## config.mk

```make
export PLATFORM = sky130hd
export DESIGN_NAME = terminal_line_editor_flat
export DESIGN_NICKNAME = d
export VERILOG_FILES = /design/src/hw/rtl/tle_pkg.sv /design/src/hw/rtl/tle_chan_if.sv /design/src/hw/rtl/tle_line_ram.sv /design/src/hw/rtl/terminal_line_editor.sv /design/src/flat_wrapper.sv
export SDC_FILE = /design/constraint.sdc
export NUM_CORES = 1
export LEC_CHECK = 0
export BUFFER_PORTS_ARGS = -buffer_cell sky130_fd_sc_hd__buf_2
export CORE_MARGIN = 10
export CORE_UTILIZATION = 55
export CTS_BUF_LIST = sky130_fd_sc_hd__clkbuf_4
export DETAILED_ROUTE_END_ITERATION = 16
export GPL_ROUTABILITY_DRIVEN = 0
export PLACE_DENSITY = 0.77
export SLEW_MARGIN = 20
export SYNTH_ARGS = -nofsm -noshare
export SYNTH_HDL_FRONTEND = slang
export SYNTH_SLANG_ARGS = --single-unit
```

## constraint.sdc

```tcl
create_clock -name clk_i -period 3.14 [get_ports clk_i]
set_input_delay 0 -clock clk_i [delete_from_list [all_inputs] [get_ports clk_i]]
set_output_delay 0 -clock clk_i [all_outputs]
set_load 0.01 [all_outputs]
```

## src/hw/rtl/tle_pkg.sv

```systemverilog
// Shared types and constants for the terminal line editor.
`default_nettype none
package tle_pkg;

  localparam int unsigned LINE_BYTES_DEF = 32;

  localparam int unsigned LIMIT_W  = 6;
  localparam int unsigned LENGTH_W = 5;
  localparam int unsigned PADDR_W  = 3;
  localparam int unsigned PDATA_W  = 32;

  localparam logic [LIMIT_W-1:0] LIMIT_RESET = 6'd32;
  localparam logic [0:0]         REG_LINE_LIMIT = 1'b0;

  localparam logic [1:0] DEST_ECHO = 2'd0;
  localparam logic [1:0] DEST_LINE = 2'd1;
  localparam logic [1:0] DEST_DONE = 2'd2;

  localparam logic [7:0] CH_BS    = 8'h08;
  localparam logic [7:0] CH_LF    = 8'h0A;
  localparam logic [7:0] CH_CR    = 8'h0D;
  localparam logic [7:0] CH_SPACE = 8'h20;
  localparam logic [7:0] CH_TILDE = 8'h7E;
  localparam logic [7:0] CH_DEL   = 8'h7F;

  typedef struct packed {
    logic [7:0] rx_byte;
  } rx_item_t;

  typedef struct packed {
    logic [1:0]          dest;
    logic [7:0]          data_byte;
    logic [LENGTH_W-1:0] line_length;
    logic                last;
  } res_item_t;

endpackage
`default_nettype wire

```

## src/hw/rtl/tle_chan_if.sv

```systemverilog
// Valid/ready channel carrying one item per handshake.
`default_nettype none
interface tle_chan_if #(
  parameter type payload_t = logic
) ();
  logic     valid;
  logic     ready;
  payload_t payload;

  modport source (output valid, output payload, input ready);
  modport sink   (input valid, input payload, output ready);
endinterface
`default_nettype wire

```

## src/hw/rtl/tle_line_ram.sv

```systemverilog
// Line store: one write port, one registered read port.
`default_nettype none
module tle_line_ram #(
  parameter int unsigned DEPTH = 32,
  parameter int unsigned AW    = $clog2(DEPTH)
) (
  input  wire logic          clk_i,
  input  wire logic          wr_en_i,
  input  wire logic [AW-1:0] wr_addr_i,
  input  wire logic [7:0]    wr_data_i,
  input  wire logic          rd_en_i,
  input  wire logic [AW-1:0] rd_addr_i,
  output logic      [7:0]    rd_data_o
);
  logic [7:0] mem_q [DEPTH];

  always_ff @(posedge clk_i) begin
    if (wr_en_i) begin
      mem_q[wr_addr_i] <= wr_data_i;
    end
  end

  always_ff @(posedge clk_i) begin
    if (rd_en_i) begin
      rd_data_o <= mem_q[rd_addr_i];
    end
  end
endmodule
`default_nettype wire

```

## src/hw/rtl/terminal_line_editor.sv

```systemverilog
// Terminal line editor: echoes and edits received bytes, streams out finished lines.
// Flow: an accepted item is registered into the sequencer state, and each of its results is then
//   registered in the output register; the input is not ready again until the sequencer is idle.
//   Results: ignored byte none, printable 1, erase 3, line end fill+3 (up to LINE_BYTES+2);
//   the line readout issues one store read per result from the single read port.
// Reset: asynchronous, clears fill index, sequencer and output valid; line_limit goes to 32.
//   Store contents stay undefined until written; there is no clearing pass.
`default_nettype none
module terminal_line_editor #(
  parameter int unsigned LINE_BYTES = tle_pkg::LINE_BYTES_DEF
) (
  input  wire logic                         clk_i,
  input  wire logic                         rst_ni,
  tle_chan_if.sink                          rx_chan_i,
  tle_chan_if.source                        res_chan_o,
  input  wire logic                         psel,
  input  wire logic                         penable,
  input  wire logic                         pwrite,
  input  wire logic [tle_pkg::PADDR_W-1:0]  paddr,
  input  wire logic [tle_pkg::PDATA_W-1:0]  pwdata,
  output logic      [tle_pkg::PDATA_W-1:0]  prdata,
  output logic                              pready
);
  import tle_pkg::*;

  localparam int unsigned IDXW  = $clog2(LINE_BYTES);
  localparam int unsigned CW    = (IDXW + 1 > LIMIT_W + 1) ? IDXW + 1 : LIMIT_W + 1;
  localparam int unsigned LENXW = (IDXW > LENGTH_W) ? IDXW : LENGTH_W;

  typedef enum logic [3:0] {
    S_IDLE, S_ECHO, S_BS0, S_BS1, S_BS2, S_CR, S_LF, S_LINE, S_DONE
  } state_e;

  state_e             state_q, state_d;
  logic [LIMIT_W-1:0] limit_q, limit_d;
  logic [IDXW-1:0]    fill_q, fill_d;
  logic [IDXW-1:0]    len_q, len_d;
  logic [IDXW-1:0]    cnt_q, cnt_d;
  logic [7:0]         char_q, char_d;
  logic               out_valid_q, out_valid_d;
  res_item_t          out_q, out_d;

  logic               accept, slot_free, emit;
  logic [7:0]         c;
  logic               is_eol, is_erase, is_print;
  logic [CW-1:0]      lim_c, max_chars;
  logic               room;
  logic               wr_en, rd_en;
  logic [IDXW-1:0]    rd_addr;
  logic [7:0]         rd_data;
  logic [LENXW-1:0]   len_ext;
  logic [IDXW:0]      cnt_next;

  // Configuration port
  assign pready = 1'b1;
  always_comb begin
    limit_d = limit_q;
    if (psel && penable && pwrite && (paddr[2] == REG_LINE_LIMIT)) begin
      limit_d = pwdata[LIMIT_W-1:0];
    end
    prdata = '0;
    if (paddr[2] == REG_LINE_LIMIT) begin
      prdata = {{(PDATA_W-LIMIT_W){1'b0}}, limit_q};
    end
  end

  // Classification of the incoming byte
  assign c        = rx_chan_i.payload.rx_byte;
  assign is_eol   = (c == CH_CR) || (c == CH_LF);
  assign is_erase = (c == CH_BS) || (c == CH_DEL);
  assign is_print = (c >= CH_SPACE) && (c <= CH_TILDE);

  // Clamp limit to 1..LINE_BYTES; keep at most limit-1 characters
  always_comb begin
    lim_c = CW'(limit_q);
    if (lim_c == '0) begin
      lim_c = CW'(1);
    end else if (lim_c > CW'(LINE_BYTES)) begin
      lim_c = CW'(LINE_BYTES);
    end
    max_chars = lim_c - CW'(1);
  end
  assign room = CW'(fill_q) < max_chars;

  assign rx_chan_i.ready  = (state_q == S_IDLE);
  assign accept           = rx_chan_i.valid && rx_chan_i.ready;
  assign slot_free        = !out_valid_q || res_chan_o.ready;
  assign res_chan_o.valid   = out_valid_q;
  assign res_chan_o.payload = out_q;

  assign len_ext  = LENXW'(len_q);
  assign cnt_next = {1'b0, cnt_q} + (IDXW+1)'(1);

  assign wr_en = accept && is_print && room;

  always_comb begin
    state_d     = state_q;
    fill_d      = fill_q;
    len_d       = len_q;
    cnt_d       = cnt_q;
    char_d      = char_q;
    out_d       = out_q;
    out_valid_d = out_valid_q && !res_chan_o.ready;
    emit        = 1'b0;
    rd_en       = 1'b0;
    rd_addr     = cnt_next[IDXW-1:0];

    case (state_q)
      S_IDLE: begin
        if (accept) begin
          char_d = c;
          if (is_eol) begin
            len_d   = fill_q;
            fill_d  = '0;
            cnt_d   = '0;
            state_d = S_CR;
          end else if (is_erase) begin
            if (fill_q != '0) begin
              fill_d  = fill_q - IDXW'(1);
              state_d = S_BS0;
            end
          end else if (is_print && room) begin
            fill_d  = fill_q + IDXW'(1);
            state_d = S_ECHO;
          end
        end
      end
      S_ECHO: begin
        if (slot_free) begin
          emit    = 1'b1;
          out_d   = '{dest: DEST_ECHO, data_byte: char_q, line_length: '0, last: 1'b1};
          state_d = S_IDLE;
        end
      end
      S_BS0: begin
        if (slot_free) begin
          emit    = 1'b1;
          out_d   = '{dest: DEST_ECHO, data_byte: CH_BS, line_length: '0, last: 1'b0};
          state_d = S_BS1;
        end
      end
      S_BS1: begin
        if (slot_free) begin
          emit    = 1'b1;
          out_d   = '{dest: DEST_ECHO, data_byte: CH_SPACE, line_length: '0, last: 1'b0};
          state_d = S_BS2;
        end
      end
      S_BS2: begin
        if (slot_free) begin
          emit    = 1'b1;
          out_d   = '{dest: DEST_ECHO, data_byte: CH_BS, line_length: '0, last: 1'b1};
          state_d = S_IDLE;
        end
      end
      S_CR: begin
        if (slot_free) begin
          emit    = 1'b1;
          out_d   = '{dest: DEST_ECHO, data_byte: CH_CR, line_length: '0, last: 1'b0};
          state_d = S_LF;
        end
      end
      S_LF: begin
        if (slot_free) begin
          emit    = 1'b1;
          out_d   = '{dest: DEST_ECHO, data_byte: CH_LF, line_length: '0, last: 1'b0};
          // prefetch the first line byte
          rd_en   = 1'b1;
          rd_addr = '0;
          state_d = (len_q == '0) ? S_DONE : S_LINE;
        end
      end
      S_LINE: begin
        // read data holds until the next read, so a stall keeps it
        if (slot_free) begin
          emit  = 1'b1;
          out_d = '{dest: DEST_LINE, data_byte: rd_data, line_length: '0, last: 1'b0};
          cnt_d = cnt_next[IDXW-1:0];
          if (cnt_next < {1'b0, len_q}) begin
            rd_en = 1'b1;
          end else begin
            state_d = S_DONE;
          end
        end
      end
      S_DONE: begin
        if (slot_free) begin
          emit    = 1'b1;
          out_d   = '{dest: DEST_DONE, data_byte: 8'h00,
                      line_length: len_ext[LENGTH_W-1:0], last: 1'b1};
          state_d = S_IDLE;
        end
      end
      default: begin
        state_d = S_IDLE;
      end
    endcase

    if (emit) begin
      out_valid_d = 1'b1;
    end
  end

  always_ff @(posedge clk_i or negedge rst_ni) begin
    if (!rst_ni) begin
      state_q     <= S_IDLE;
      limit_q     <= LIMIT_RESET;
      fill_q      <= '0;
      len_q       <= '0;
      cnt_q       <= '0;
      char_q      <= '0;
      out_valid_q <= 1'b0;
      out_q       <= '0;
    end else begin
      state_q     <= state_d;
      limit_q     <= limit_d;
      fill_q      <= fill_d;
      len_q       <= len_d;
      cnt_q       <= cnt_d;
      char_q      <= char_d;
      out_valid_q <= out_valid_d;
      out_q       <= out_d;
    end
  end

  tle_line_ram #(
    .DEPTH (LINE_BYTES),
    .AW    (IDXW)
  ) u_line_ram (
    .clk_i     (clk_i),
    .wr_en_i   (wr_en),
    .wr_addr_i (fill_q),
    .wr_data_i (c),
    .rd_en_i   (rd_en),
    .rd_addr_i (rd_addr),
    .rd_data_o (rd_data)
  );
endmodule
`default_nettype wire

```

## src/flat_wrapper.sv

```systemverilog
// flat-port wrapper written by rule: the top's interface ports become plain ports
module terminal_line_editor_flat import tle_pkg::*;
#(
  parameter int unsigned LINE_BYTES = tle_pkg::LINE_BYTES_DEF
)
  (clk_i, rst_ni, psel, penable, pwrite, paddr, pwdata, prdata, pready, rx_chan_i_valid, rx_chan_i_payload, rx_chan_i_ready, res_chan_o_valid, res_chan_o_payload, res_chan_o_ready);
  tle_chan_if #(.payload_t(rx_item_t)) rx_chan_i_i ();
  tle_chan_if #(.payload_t(res_item_t)) res_chan_o_i ();
  input  wire logic clk_i;
  input  wire logic rst_ni;
  input  wire logic psel;
  input  wire logic penable;
  input  wire logic pwrite;
  input  wire logic [tle_pkg::PADDR_W-1:0] paddr;
  input  wire logic [tle_pkg::PDATA_W-1:0] pwdata;
  output logic      [tle_pkg::PDATA_W-1:0] prdata;
  output logic pready;
  input wire logic [$bits(rx_chan_i_i.valid)-1:0] rx_chan_i_valid;
  input wire logic [$bits(rx_chan_i_i.payload)-1:0] rx_chan_i_payload;
  output wire logic [$bits(rx_chan_i_i.ready)-1:0] rx_chan_i_ready;
  output wire logic [$bits(res_chan_o_i.valid)-1:0] res_chan_o_valid;
  output wire logic [$bits(res_chan_o_i.payload)-1:0] res_chan_o_payload;
  input wire logic [$bits(res_chan_o_i.ready)-1:0] res_chan_o_ready;
  assign rx_chan_i_i.valid = rx_chan_i_valid;
  assign rx_chan_i_i.payload = rx_chan_i_payload;
  assign rx_chan_i_ready = rx_chan_i_i.ready;
  assign res_chan_o_valid = res_chan_o_i.valid;
  assign res_chan_o_payload = res_chan_o_i.payload;
  assign res_chan_o_i.ready = res_chan_o_ready;
  terminal_line_editor #(.LINE_BYTES(LINE_BYTES)) u_core (.clk_i(clk_i), .rst_ni(rst_ni), .rx_chan_i(rx_chan_i_i), .res_chan_o(res_chan_o_i), .psel(psel), .penable(penable), .pwrite(pwrite), .paddr(paddr), .pwdata(pwdata), .prdata(prdata), .pready(pready));
endmodule
```

==> Flow_metrics.wiki <==
{| class="wikitable"
! Metric !! Value
|-
| Status || complete, but fails checks
|-
| Failing checks || setup timing
|-
| Part of the Yosys area used for sequential elements || 0.654
|-
| Reg-to-Reg Start || u_core.limit_q[2]
|-
| Capture point of the critical path || u_core.u_line_ram.mem_q[7][2]
|-
| Setup slack of the critical path after layout || -0.158 ns
|-
| Number of buffers added on ports || 45
|-
| Element type at the critical path end || flip-flop
|-
| Number of antenna violations at the first check in global routing || 1
|-
| NumNets Final || ~1300
|-
| Number of global-route vias before repair || around 9600
|-
| PwrDens || 672 nW/um2
|-
| Share of flip-flops with an asynchronous set or reset || 0.159
|-
| Routed WL || about 36000 um
|-
| Total routing resource utilization after global routing || 0.220
|-
| Root buffer cell || sky130_fd_sc_hd__clkbuf_4
|-
| Clk_lat worst skew || about 0.7 ns
|-
| Utilization of the core after routing || 0.670
|-
| Worst-case hold slack || roughly 0.21 ns
|-
| Cell with the most instances after synthesis || sky130_fd_sc_hd__edfxtp_1
|-
| Flops & latches, synth || around 310
|-
| Final count of negative-setup-slack endpoints || approximately 260
|-
| Overflow after GRT || 0
|-
| Gate count after technology mapping || between 1000 and 1500
|-
| Number of stages on the worst hold path || 2
|-
| Path depth of the worst reg2reg path || 15
|-
| TritonCTS clock tree || yes
|-
| Startpoint type of the worst setup path || flip-flop
|-
| Worst Setup SP || u_core.limit_q[2]
|-
| Number of core rows || 58
|-
| Hold/Removal Path Class || in -> reg
|-
| Boundary pin count || 101
|-
| RSZ-0062 raised after global routing || yes
|-
| Die X || around 180 um
|-
| CTS Buf Count || between 70 and 80
|-
| Total number of yosys warnings || 0
|-
| CTS Buffer Depth || 3
|-
| Final slew viol count || 0
|-
| Internal reg-to-reg setup slack || -0.16 ns
|-
| Crit path DAT || 3.69 ns
|-
| DRT antenna net count || 0
|-
| WL/cell || roughly 23 um
|-
| Area share of the largest cell type after synthesis || 0.565
|-
| Largest fanout on the critical path || 5
|-
| Worst flop-to-flop path endpoint || u_core.u_line_ram.mem_q[7][2]
|-
| CP Data Required Time || 3.53 ns
|-
| Clock sink total || 314
|-
| Total Power Consumption || between 10 and 15 mW
|-
| Area of the core || around 25000 um2
|-
| CTS clock-pin slew for the worst setup and hold paths || around 0.07 ns
|-
| Worst slack at placement || -0.307 ns
|-
| P&R area growth vs syn || 20.1%
|-
| Maximum number of pins on one net before global-route repair || between 70 and 80
|-
| Height of the die || between 150 and 200 um
|-
| Setup Crit Path Kind || reg -> reg
|-
| Via count normalized by instance count || between 6 and 7
|-
| Leakage || slightly above 6 nW
|-
| Fraction of the cycle the final worst path needs || 1.05
|-
| Number of H-tree levels || 3
|-
| Post-synth EDFFs || about 260
|-
| Main flop type after synthesis || sky130_fd_sc_hd__edfxtp_1
|-
| 1st-iter DRT viols || between 1000 and 1500
|-
| Final number of hold-violating endpoints || 0
|-
| Largest cells by area after synthesis || sky130_fd_sc_hd__edfxtp_1 (56%), sky130_fd_sc_hd__dfrtp_1 (8.7%), sky130_fd_sc_hd__mux4_2 (4.0%), sky130_fd_sc_hd__nand2_1 (2.8%), sky130_fd_sc_hd__nor2_1 (2.5%)
|-
| HPWL after DPL || roughly 24000 um
|-
| Worst clock skew on the final layout || between 0.03 and 0.04 ns
|-
| DRC Markers || 0
|-
| Ratio of cells with drive above 1 in the final layout || 0.290
|-
| Number of search-and-repair iterations in the first detailed-routing pass || 5
|-
| Fmax achieved || ~300 MHz
|-
| Max IR drop VDD || between 0.5 and 0.6 mV
|-
| Maxcap violations || 0
|-
| Avg Inst Size Synth || about 14 um2
|-
| Tightest slew margin relative to the limit || 0.496
|-
| Worst-margin pin slew || 0.756 ns
|-
| Starting utilization of the core area || 0.557
|-
| Synth top cells by count || sky130_fd_sc_hd__edfxtp_1 (264), sky130_fd_sc_hd__nand2_1 (105), sky130_fd_sc_hd__nor2_1 (92)
|-
| Leading area contributor after synthesis || sky130_fd_sc_hd__edfxtp_1
|-
| Filler cell count in the final layout || 1752
|-
| Netlist Area Pre-Place || 14000 um2
|-
| Routed via count || 9742
|-
| Final worst path period need || 3.30 ns
|-
| Wire length of the first global-routing pass || 55900 um
|-
| Die area || 32300 um2
|-
| Post-synthesis cell type count || 76
|}
==> area by class of cell <==
class	instances	area (um2)	share of cell area
flip-flops and latches	314	9180	0.545
well taps	330	413	0.0245
inverters	16	62.6	0.00371
clock buffers	108	811	0.0481
clock inverters	30	171	0.0102
diodes	1	2.50	0.000148
multi-input cells	636	4720	0.280
repair buffers	172	1500	0.0891
==> worst max-delay path, stage by stage (launching register included) <==
cell and delay, ns:
sky130_fd_sc_hd__dfrtp_1 0.41, sky130_fd_sc_hd__nor4_4 0.31, sky130_fd_sc_hd__o21ai_1 0.12, sky130_fd_sc_hd__ha_2 0.21, sky130_fd_sc_hd__a32o_1 0.21, sky130_fd_sc_hd__a21oi_2 0.14
sky130_fd_sc_hd__ha_4 0.23, sky130_fd_sc_hd__a21oi_2 0.16, sky130_fd_sc_hd__o21ai_2 0.08, sky130_fd_sc_hd__a21o_1 0.19, sky130_fd_sc_hd__a211oi_4 0.21, sky130_fd_sc_hd__buf_6 0.18
sky130_fd_sc_hd__nand3_4 0.11, sky130_fd_sc_hd__buf_12 0.19, sky130_fd_sc_hd__nor2_4 0.11, sky130_fd_sc_hd__buf_6 0.13
==> cell usage in the layout (no fill, tap or decap), drive strengths merged, types with 5 or more instances in the layout <==
| master | netlist | final |
|---|---|---|
| clkinv | 0 | 26 |
| xnor2 | 5 | 5 |
| a21oi | 51 | 51 |
| o21ai | 68 | 68 |
| clkbuf | 23 | 108 |
| mux2i | 31 | 31 |
| a32oi | 11 | 11 |
| dlygate4sd3 | 0 | 24 |
| o31ai | 14 | 14 |
| a211o | 7 | 7 |
| nor2 | 93 | 93 |
| nand3 | 23 | 23 |
| nand2 | 105 | 105 |
| mux2 | 13 | 13 |
| nor2b | 10 | 10 |
| a22oi | 5 | 5 |
| ha | 13 | 13 |
| inv | 16 | 18 |
| and2 | 7 | 7 |
| dfrtp | 49 | 49 |
| edfxtp | 264 | 264 |
| mux4 | 25 | 25 |
| buf | 61 | 148 |
| conb | 2 | 27 |
| a221o | 23 | 23 |
| or3 | 5 | 5 |
| nor3 | 10 | 10 |
| a211oi | 6 | 6 |
| o2bb2ai | 24 | 24 |
==> per-layer routing <==
layer | GRT usage | vias up | wire length, um
li1 | - | 4325 | -
met1 | 0.289 | 4704 | 13900
met2 | 0.344 | 622 | 17200
met3 | 0.0474 | 91 | 4020
met4 | 0.105 | 0 | 1360
met5 | 0 | - | 0
==> power breakdown <==
group / internal (mW) / total [mW] / switching (mW) / leakage (nW)
logic: 1.21 / 3.00 / 1.79 / 2.48
clock network: 1.76 / 3.35 / 1.59 / 0.586
registers: 4.76 / 4.98 / 0.217 / 2.99
total: 7.73 / 11.3 / 3.60 / 6.05
==> through the flow <==
step | std cells | cell area [um2] | setup TNS, ns
finish | 1607 | 16900 | -31.25
global route | 1607 | 16900 | -66.21
CTS | 1607 | 16700 | -23.10
detailed placement | 1439 | 15100 | -64.75
global placement | 1439 | 15100 | -54.49
floorplan | 1050 | 14200 | -32.58
==> cell families after synthesis <==
family                   after synthesis  share of synthesized area
buffers and inverters                100                     0.0398
adder cells (fa/ha/maj)               14                     0.0130
XOR/XNOR                               9                    0.00615
AO/OA/AOI/OAI                        239                      0.122
flip-flops                           314                      0.654
AND/OR/NAND/NOR                      278                     0.0920
other                                  2                   0.000535
multiplexers                          69                     0.0727
==> flip-flops by register name, indices dropped and copies added (netlist names) <==
register                     cells
u_core.len_ext                   5
u_core.res_chan_o.payload       16
u_core.fill_q                    5
u_core.u_line_ram.mem_q        256
u_core.cnt_q                     5
u_core.res_chan_o.valid          1
u_core.u_line_ram.rd_data_o      8
u_core.limit_q                   6
u_core.char_q                    8
u_core.state_q                   4
==> worst min-delay path by stage <==
stage                         startpoint                             end  slack [ns]
floorplan                         rst_ni                u_core.char_q[0]       -0.30
global placement                  rst_ni         u_core.res_chan_o.valid        0.10
detailed placement                rst_ni    u_core.res_chan_o.payload[3]        0.11
CTS                 rx_chan_i_payload[1]  u_core.u_line_ram.mem_q[25][1]        0.15
global route        rx_chan_i_payload[1]  u_core.u_line_ram.mem_q[25][1]        0.19
finish              rx_chan_i_payload[1]  u_core.u_line_ram.mem_q[25][1]        0.21
==> what timing repair did <==
| action | in CTS | in global routing |
|---|---|---|
| resized for setup | 61 | 37 |
| hold endpoints to repair | 263 | 0 |
| buffers inserted | 5 | 1 |
| hold buffers | 25 | 0 |
| setup endpoints to repair | 256 | 263 |
| pin swaps | 7 | 22 |
No activity file was read; power rests on OpenSTA's default activity.
